## src/hdl/pars_pkg.sv

```systemverilog
// Shared types and constants for the point-add range-sum tree.
`default_nettype none
package pars_pkg;

  localparam int POS_W = 10;
  localparam int AMT_W = 32;
  localparam int RNG_W = 11;
  localparam int SUM_W = 64;

  localparam logic KIND_ADD   = 1'b0;
  localparam logic KIND_QUERY = 1'b1;

  typedef struct packed {
    logic clr_en;
    logic add_start;
    logic add_issue;
    logic q_start;
    logic q_issue;
    logic out_load;
  } cmd_t;

  typedef struct packed {
    logic clr_last;
  } sts_t;

endpackage
`default_nettype wire

```

## src/hdl/pars_ctrl.sv

```systemverilog
// Controller: clearing pass, add and query sequencing, output register valid.
`default_nettype none
module pars_ctrl #(
  parameter int LEAVES = 1024
) (
  input  wire logic          clk,
  input  wire logic          rst,
  input  wire logic          in_valid,
  input  wire logic          in_kind,
  output logic               in_ready,
  output logic               out_valid,
  input  wire logic          out_ready,
  input  wire pars_pkg::sts_t sts,
  output pars_pkg::cmd_t     cmd
);

  import pars_pkg::*;

  localparam int LW  = $clog2(LEAVES);
  localparam int LVW = $clog2(LW + 2);

  localparam logic [2:0] ST_CLEAR  = 3'd0;
  localparam logic [2:0] ST_IDLE   = 3'd1;
  localparam logic [2:0] ST_ADD    = 3'd2;
  localparam logic [2:0] ST_ADD_WB = 3'd3;
  localparam logic [2:0] ST_QUERY  = 3'd4;
  localparam logic [2:0] ST_DRAIN  = 3'd5;
  localparam logic [2:0] ST_DONE   = 3'd6;

  logic [2:0]     state, state_next;
  logic [LVW-1:0] lvl, lvl_next;
  logic           out_valid_next;
  logic           lvl_last;
  logic           accept;

  assign lvl_last = (lvl == LVW'(LW));
  assign in_ready = (state == ST_IDLE);
  assign accept   = in_valid & in_ready;

  always_comb begin
    state_next     = state;
    lvl_next       = lvl;
    out_valid_next = out_valid & ~out_ready;
    cmd            = '0;
    unique case (state)
      ST_CLEAR: begin
        cmd.clr_en = 1'b1;
        if (sts.clr_last) begin
          state_next = ST_IDLE;
        end
      end
      ST_IDLE: begin
        lvl_next = '0;
        if (accept) begin
          if (in_kind == KIND_ADD) begin
            cmd.add_start = 1'b1;
            state_next    = ST_ADD;
          end else begin
            cmd.q_start = 1'b1;
            state_next  = ST_QUERY;
          end
        end
      end
      ST_ADD: begin
        cmd.add_issue = 1'b1;
        lvl_next      = lvl + 1'b1;
        if (lvl_last) begin
          state_next = ST_ADD_WB;
        end
      end
      ST_ADD_WB: begin
        state_next = ST_IDLE;
      end
      ST_QUERY: begin
        cmd.q_issue = 1'b1;
        lvl_next    = lvl + 1'b1;
        if (lvl_last) begin
          lvl_next   = '0;
          state_next = ST_DRAIN;
        end
      end
      ST_DRAIN: begin
        lvl_next = lvl + 1'b1;
        if (lvl == LVW'(1)) begin
          state_next = ST_DONE;
        end
      end
      ST_DONE: begin
        if (!out_valid || out_ready) begin
          cmd.out_load   = 1'b1;
          out_valid_next = 1'b1;
          state_next     = ST_IDLE;
        end
      end
      default: begin
        state_next = ST_IDLE;
      end
    endcase
  end

  always_ff @(posedge clk) begin
    if (rst) begin
      state     <= ST_CLEAR;
      lvl       <= '0;
      out_valid <= 1'b0;
    end else begin
      state     <= state_next;
      lvl       <= lvl_next;
      out_valid <= out_valid_next;
    end
  end

endmodule
`default_nettype wire

```

## config.mk

```make
export PLATFORM = sky130hd
export DESIGN_NAME = pars_ctrl
export DESIGN_NICKNAME = d
export VERILOG_FILES = /design/src/hdl/pars_pkg.sv /design/src/hdl/pars_ctrl.sv
export SDC_FILE = /design/constraint.sdc
export NUM_CORES = 1
export LEC_CHECK = 0
export ABC_AREA = 0
export BUFFER_PORTS_ARGS = -buffer_cell sky130_fd_sc_hd__buf_2
export CAP_MARGIN = 20
export CORE_AREA = 3 3 40 42
export DETAILED_ROUTE_END_ITERATION = 10
export DIE_AREA = 0 0 43 45
export GPL_TIMING_DRIVEN = 0
export PLACE_DENSITY = 0.74
export RECOVER_POWER = 100
export SLEW_MARGIN = 0
export SYNTH_ARGS = -nofsm -noshare
export SYNTH_HDL_FRONTEND = slang
export SYNTH_SLANG_ARGS = --single-unit
export TNS_END_PERCENT = 50
```

## constraint.sdc

```tcl
create_clock -name clk -period 1.95 [get_ports clk]
set_input_delay 0.585 -clock clk [delete_from_list [all_inputs] [get_ports clk]]
set_output_delay 0.585 -clock clk [all_outputs]
set_load 0.02 [all_outputs]
```

==> results.cfg, run 1 <==
[place]
place_ws_ns = -0.00504
place_area_sq_um = 667
gp_congestion = 0.764
dp_cells = 98
io_buffer_count = 13
hpwl_mm = 1.01

[finish]
final_cells = 104
layout.cells.most_common = buf_2
diodes = 0
drive_above_1_share_pct = 33.7
fin_util_pct = 58.9
layout_common_cells = buf_2, a21oi_1, dfxtp_1, buf_4, inv_1
fin_nets = 100
stdcell_area_sq_um = 757
syn_to_final_growth_pct = 29.8

[timing]
finClkSkew_ns = 0.00765
period_share_pct = 99.2
holdWs_ns = 0.535
slew_violations = 0
hold_violations = 0
rsz0062_at_grt = yes
fin_ws_ns = 0.0152
slew_headroom_pct = 71.0
final-setup-viol-count = 0
fmaxAchievable_mhz = 517
worst-slew-pin-transition_ns = 0.424
fin_crit_ns = 1.93
tns_ns = 0

[synthesis]
synth-edff-count = 0
syn_area_per_cell_sq_um = 8.33
syn-cell-area_sq_um = 583
ys_types = 34
ys.flop_type = dfxtp_1
synth_top_area_cell = dfxtp_1
syn_nets = 79
async_flop_share_pct = 0
syn_inst = 70
ys_seq_area_share_pct = 27.5
synth_area_leaders = dfxtp_1, ha_1, nor4bb_1, a211o_1, a21oi_1
synth_top_area_share_pct = 27.5
yosys_warnings = 0
ys_ff_latch = 8

[clock_network]
clkSlewWorstSetupHoldPaths_ns = 0.06
clkLatencyLatePin_ns = 0.25
cts_tree = built
clk_path_buf_depth = 2
clockRootBuffer = clkbuf_4
cts.sinks = 8
numCtsBuffers = 3
h-tree-depth = 1

[critical_path]
cp.required_ns = 1.36
r2r_start = lvl[0]$_SDFFE_PP0P_
r2r_setup_slack_ns = 0.35
worst_path_max_delay_cell = dfxtp_4
cp_top_family = simple AND/OR/NAND/NOR gates
path_class = reg -> out
worst-path-buf-inv = 2
crit_fanout = 6
r2r_end = state[0]$_SDFFE_PP0P_
reg2regPathDepth = 5
cp-start-kind = register
endpoint_kind = primary output
cp_data_arrival_time_ns = 1.35
critPathMaxStageDelay_ns = 0.39
cp_cell_sequence = inv_1, or3_4, nor2b_2, buf_4

[min_path]
holdPathEnd = lvl[3]$_SDFFE_PP0P_
hold_path_class = reg -> reg
holdPathStages = 2
hp-start = lvl[3]$_SDFFE_PP0P_

[die]
die_height_um = 45
rows = 13
core_area_sq_um = 1280
dieArea_sq_um = 1940
die_x_um = 43
ioPinCount = 14
initial_utilization_pct = 45.4

[detailed_routing]
drt-total-wl_mm = 1.46
drt_first_pass_iters = 4
drc_errors = 0
drt_iter0_drc = 8
ant_nets = 0
via_per_inst = 5.73
vias = 596
wl_per_cell_um = 14.1

[run]
maxCapViolCount = 0

[global_route]
grt_start_max_net_pins = 11
grt_use_total_pct = 16.3
grt_pass1_vias = 542
grt_remaining_overflow = 0
grt_pass1_wl_mm = 2.36
antenna_found_initial = 0

[power_and_ir_drop]
p_leak_nw = 0.297
ir_worst_vdd_v = 0.000387
p_per_area_nw_per_um2 = 583
p_total_mw = 0.442

[status]
status = complete, no violations
## cell usage after synthesis (3+ instances only)
| cell type | count |
|---|---|
| nor4bb_1 | 3 |
| o21ai_0 | 3 |
| inv_1 | 4 |
| a21oi_1 | 5 |
| nor2_1 | 3 |
| a211o_1 | 3 |
| nor2b_1 | 4 |
| dfxtp_1 | 8 |
| ha_1 | 3 |
## metal layers
metal | GRT usage [%] | vias to the layer above | routed length (um)
li1 | - | 302 | -
met1 | 20.6 | 279 | 682
met2 | 26.9 | 11 | 698
met3 | 3.59 | 4 | 56
met4 | 6.63 | 0 | 27
met5 | 0 | - | 0
## how the worst max path moves through the flow
stage	start	endpoint	slack, ns	depth (start not counted)
finish	state[2]$_SDFFE_PP0P_	cmd[0]	0.02	4
detailed placement	state[1]$_SDFFE_PP0P_	cmd[0]	-0.005	5
global route	state[1]$_SDFFE_PP0P_	cmd[0]	-0.03	5
CTS	state[2]$_SDFFE_PP0P_	cmd[2]	-0.004	4
floorplan	state[2]$_SDFFE_PP0P_	cmd[4]	0.04	4
global placement	state[1]$_SDFFE_PP0P_	cmd[0]	0.02	5
## worst reg2reg max path: stages (launching register included)
cell and delay (ns):
dfxtp_1 0.40, inv_1 0.07, ha_1 0.24, and3b_1 0.20, a2111oi_0 0.45, nor4b_1 0.11
## power breakdown
group / switching (mW) / internal, mW
logic: 0.0677 / 0.0568
clock network: 0.0616 / 0.0708
registers: 0.0132 / 0.171
total: 0.143 / 0.299
## sequential cells by signal, indices dropped and copies added, names as in the netlist
signal,cells
lvl,4
out_valid,1
state,3
## cell families (layout without fill, tap and decap cells)
kind of cell	after synthesis	count (layout)	share of synthesized area [%]
buffers and inverters	8	27	5.58
flip-flops	8	8	27.5
AND/OR/NAND/NOR	31	31	37.3
adder cells (fa/ha/maj)	3	3	6.44
AO/OA/AOI/OAI	20	20	23.2
## cell type report
cell class / count / area, sq um
fill: 128 / 528
timing repair buffer: 16 / 96.3
tap: 15 / 18.8
sequential: 8 / 169
buffer: 3 / 27.5
clock buffer: 3 / 22.5
multi-input combinational: 54 / 404
inverter: 5 / 18.8
## timing repair
| action | 4_1_cts | 5_1_grt |
|---|---|---|
| resized for setup | 8 | 11 |
| setup endpoints to repair | 4 | 4 |
| hold buffers | 0 | 0 |
| endpoints found under the hold margin | 0 | 0 |
| cloned | 0 | 0 |
| pin swaps | 1 | 2 |
| setup buffers | 2 | 1 |
(Power assumes the default switching activity.)
==> inputs of run 2 (changes only) <==
- SETUP_SLACK_MARGIN: default -> 0.2
==> run 2 against run 1 <==
  * The run now ends with setup timing left
  * Worst hold slack better by 0.010 ns
  * Clock skew increased by 0.0067 ns
  * Sequential cell count is the same
  * Highest routed layer unchanged
  * Register-to-register slack about the same
  * Critical path depth unchanged
  * Final cell count is 0.96% higher
  * Via count grew 6.7%
  * Sequential power is essentially flat
  * Power up 0.84%
  * Global-route usage grew 3.0 points
  * Critical path type unchanged
  * Utilization is 0.88 points higher
  * Critical endpoint unchanged
  * Count of clock-buffer cells in the layout did not move
==> results.cfg, run 2 (synthesis gave the netlist of run 1 again) <==
[power_and_ir_drop]
seq_power_share_pct = 41.3
p_clk_share_pct = 30.9
p_leak_nw = 0.312
switching_power_mw = 0.146
ir_worst_vdd_v = 0.000352
p_total_mw = 0.445
internal_power_mw = 0.299
combinationalPowerShare_pct = 27.8
p_per_area_nw_per_um2 = 580
switching_share_pct = 32.9

[die]
ioPinCount = 14
initial_utilization_pct = 45.4
core_area_sq_um = 1280
die_height_um = 45
dieArea_sq_um = 1940
rows = 13
die_x_um = 43

[detailed_routing]
via_per_inst = 6.06
drc_errors = 0
drt-total-wl_mm = 1.59
ant_nets = 0
vias = 636
drt_iter0_drc = 21
wl_per_cell_um = 15.1
drt_first_pass_iters = 5

[finish]
diodes = 0
syn_to_final_growth_pct = 31.8
fin_util_pct = 59.8
register_area_sq_um = 168
fillers = 117
multiInputGateArea_sq_um = 412
reg.largest.list = lvl (4), state (3), out_valid (1)
drive_above_1_share_pct = 35.6
largest_register = lvl
stdcell_area_sq_um = 768
largest_reg_flops = 4
fin_nets = 101
layout_common_cells = buf_4, buf_2, dfxtp_1

[clock_network]
clkSlewWorstSetupHoldPaths_ns = 0.07
clockRootBuffer = clkbuf_4
cts_tree = built
h-tree-depth = 1
numCtsBuffers = 3
clk_path_buf_depth = 2
cts.sinks = 8
clkLatencyLatePin_ns = 0.27

[global_route]
antenna_found_initial = 0
grt_pass1_wl_mm = 2.68
grt_use_total_pct = 19.2
grt_pass1_vias = 608
grt_remaining_overflow = 0
grt_start_max_net_pins = 11

[critical_path]
worst_path_max_delay_cell = or3_4
cp_cell_sequence = inv_1, or3_4, nor2b_4, buf_6
cp_data_arrival_time_ns = 1.37
r2r_end = state[0]$_SDFFE_PP0P_
startpoint = state[2]$_SDFFE_PP0P_
endpoint = cmd[0]
r2r_setup_slack_ns = 0.35
r2r_start = lvl[0]$_SDFFE_PP0P_
cp-start-kind = register
cp.required_ns = 1.36
endpoint_kind = primary output
path_class = reg -> out
critPathMaxStageDelay_ns = 0.42
reg2regPathDepth = 5
crit_fanout = 6

[timing]
holdWs_ns = 0.545
slew_headroom_pct = 67.5
final-setup-viol-count = 1
worst-slew-pin-transition_ns = 0.475
fin_crit_ns = 1.95
fin_ws_ns = -0.00431
hold_violations = 0
finClkSkew_ns = 0.0144
slew_violations = 0
fmaxAchievable_mhz = 512
period_share_pct = 100
rsz0062_at_grt = yes

[min_path]
hold_path_class = reg -> reg

[run]
maxCapViolCount = 0

[place]
hpwl_mm = 1.02
gp_congestion = 0.797
io_buffer_count = 13
place_area_sq_um = 687

[status]
status = finished with violations
violations = setup timing
==> run 2: layout make-up <==
class,count,share of cell area (%)
multi-input cells,54,53.6
flip-flops and latches,8,21.8
clock buffers,3,2.93
plain buffers,3,3.09
inverters,5,2.44
well taps,15,2.44
repair buffers,17,13.7
==> run 2: worst max-delay path: cells and delay by family, from the launching register on <==
| family | cells | cell delay (ns) |
|---|---|---|
| simple gates | 2 | 0.54 |
| buf+inv | 2 | 0.18 |
| flops | 1 | 0.38 |
==> run 2: routing by layer <==
layer	up-vias	global-route usage (%)	routed length, um
li1	306	-	-
met1	290	18.8	633
met2	27	32.3	770
met3	13	6.77	109
met4	0	16.9	78
met5	-	0	0
==> run 2: power by group through the flow <==
stage | logic [mW] | registers (mW) | clock network (mW)
floorplan | 0.0811 | 0.186 | 0
finish | 0.124 | 0.184 | 0.137
global route | 0.135 | 0.186 | 0.151
detailed placement | 0.110 | 0.189 | 0
global placement | 0.107 | 0.189 | 0
CTS | 0.122 | 0.184 | 0.140
==> run 2: per-stage QoR <==
step	TNS [ns]	setup WS [ns]	cells
6_report	-0.00431	-0.00431	105
5_1_grt	-0.163	-0.0563	105
4_1_cts	0	0.0235	105
3_5_place_dp	0	0.115	98
3_3_place_gp	0	0.121	98
2_1_floorplan	0	0.195	70
==> run 2: how the worst min path moves through the flow <==
stage	startpoint	to	slack (ns)	cells past startpoint
finish	lvl[3]$_SDFFE_PP0P_	lvl[3]$_SDFFE_PP0P_	0.55	2
CTS	lvl[3]$_SDFFE_PP0P_	lvl[3]$_SDFFE_PP0P_	0.53	2
floorplan	lvl[3]$_SDFFE_PP0P_	lvl[3]$_SDFFE_PP0P_	0.47	2
detailed placement	lvl[3]$_SDFFE_PP0P_	lvl[3]$_SDFFE_PP0P_	0.52	2
global placement	lvl[3]$_SDFFE_PP0P_	lvl[3]$_SDFFE_PP0P_	0.51	2
global route	rst	out_valid$_SDFF_PP0_	0.54	2
==> run 2: repair_timing <==
item	4_1_cts	5_1_grt
endpoints found under the setup margin	6	8
hold endpoints to repair	0	0
resized for setup	10	4
pin swaps	1	1
hold buffers	0	0
buffers inserted	4	0
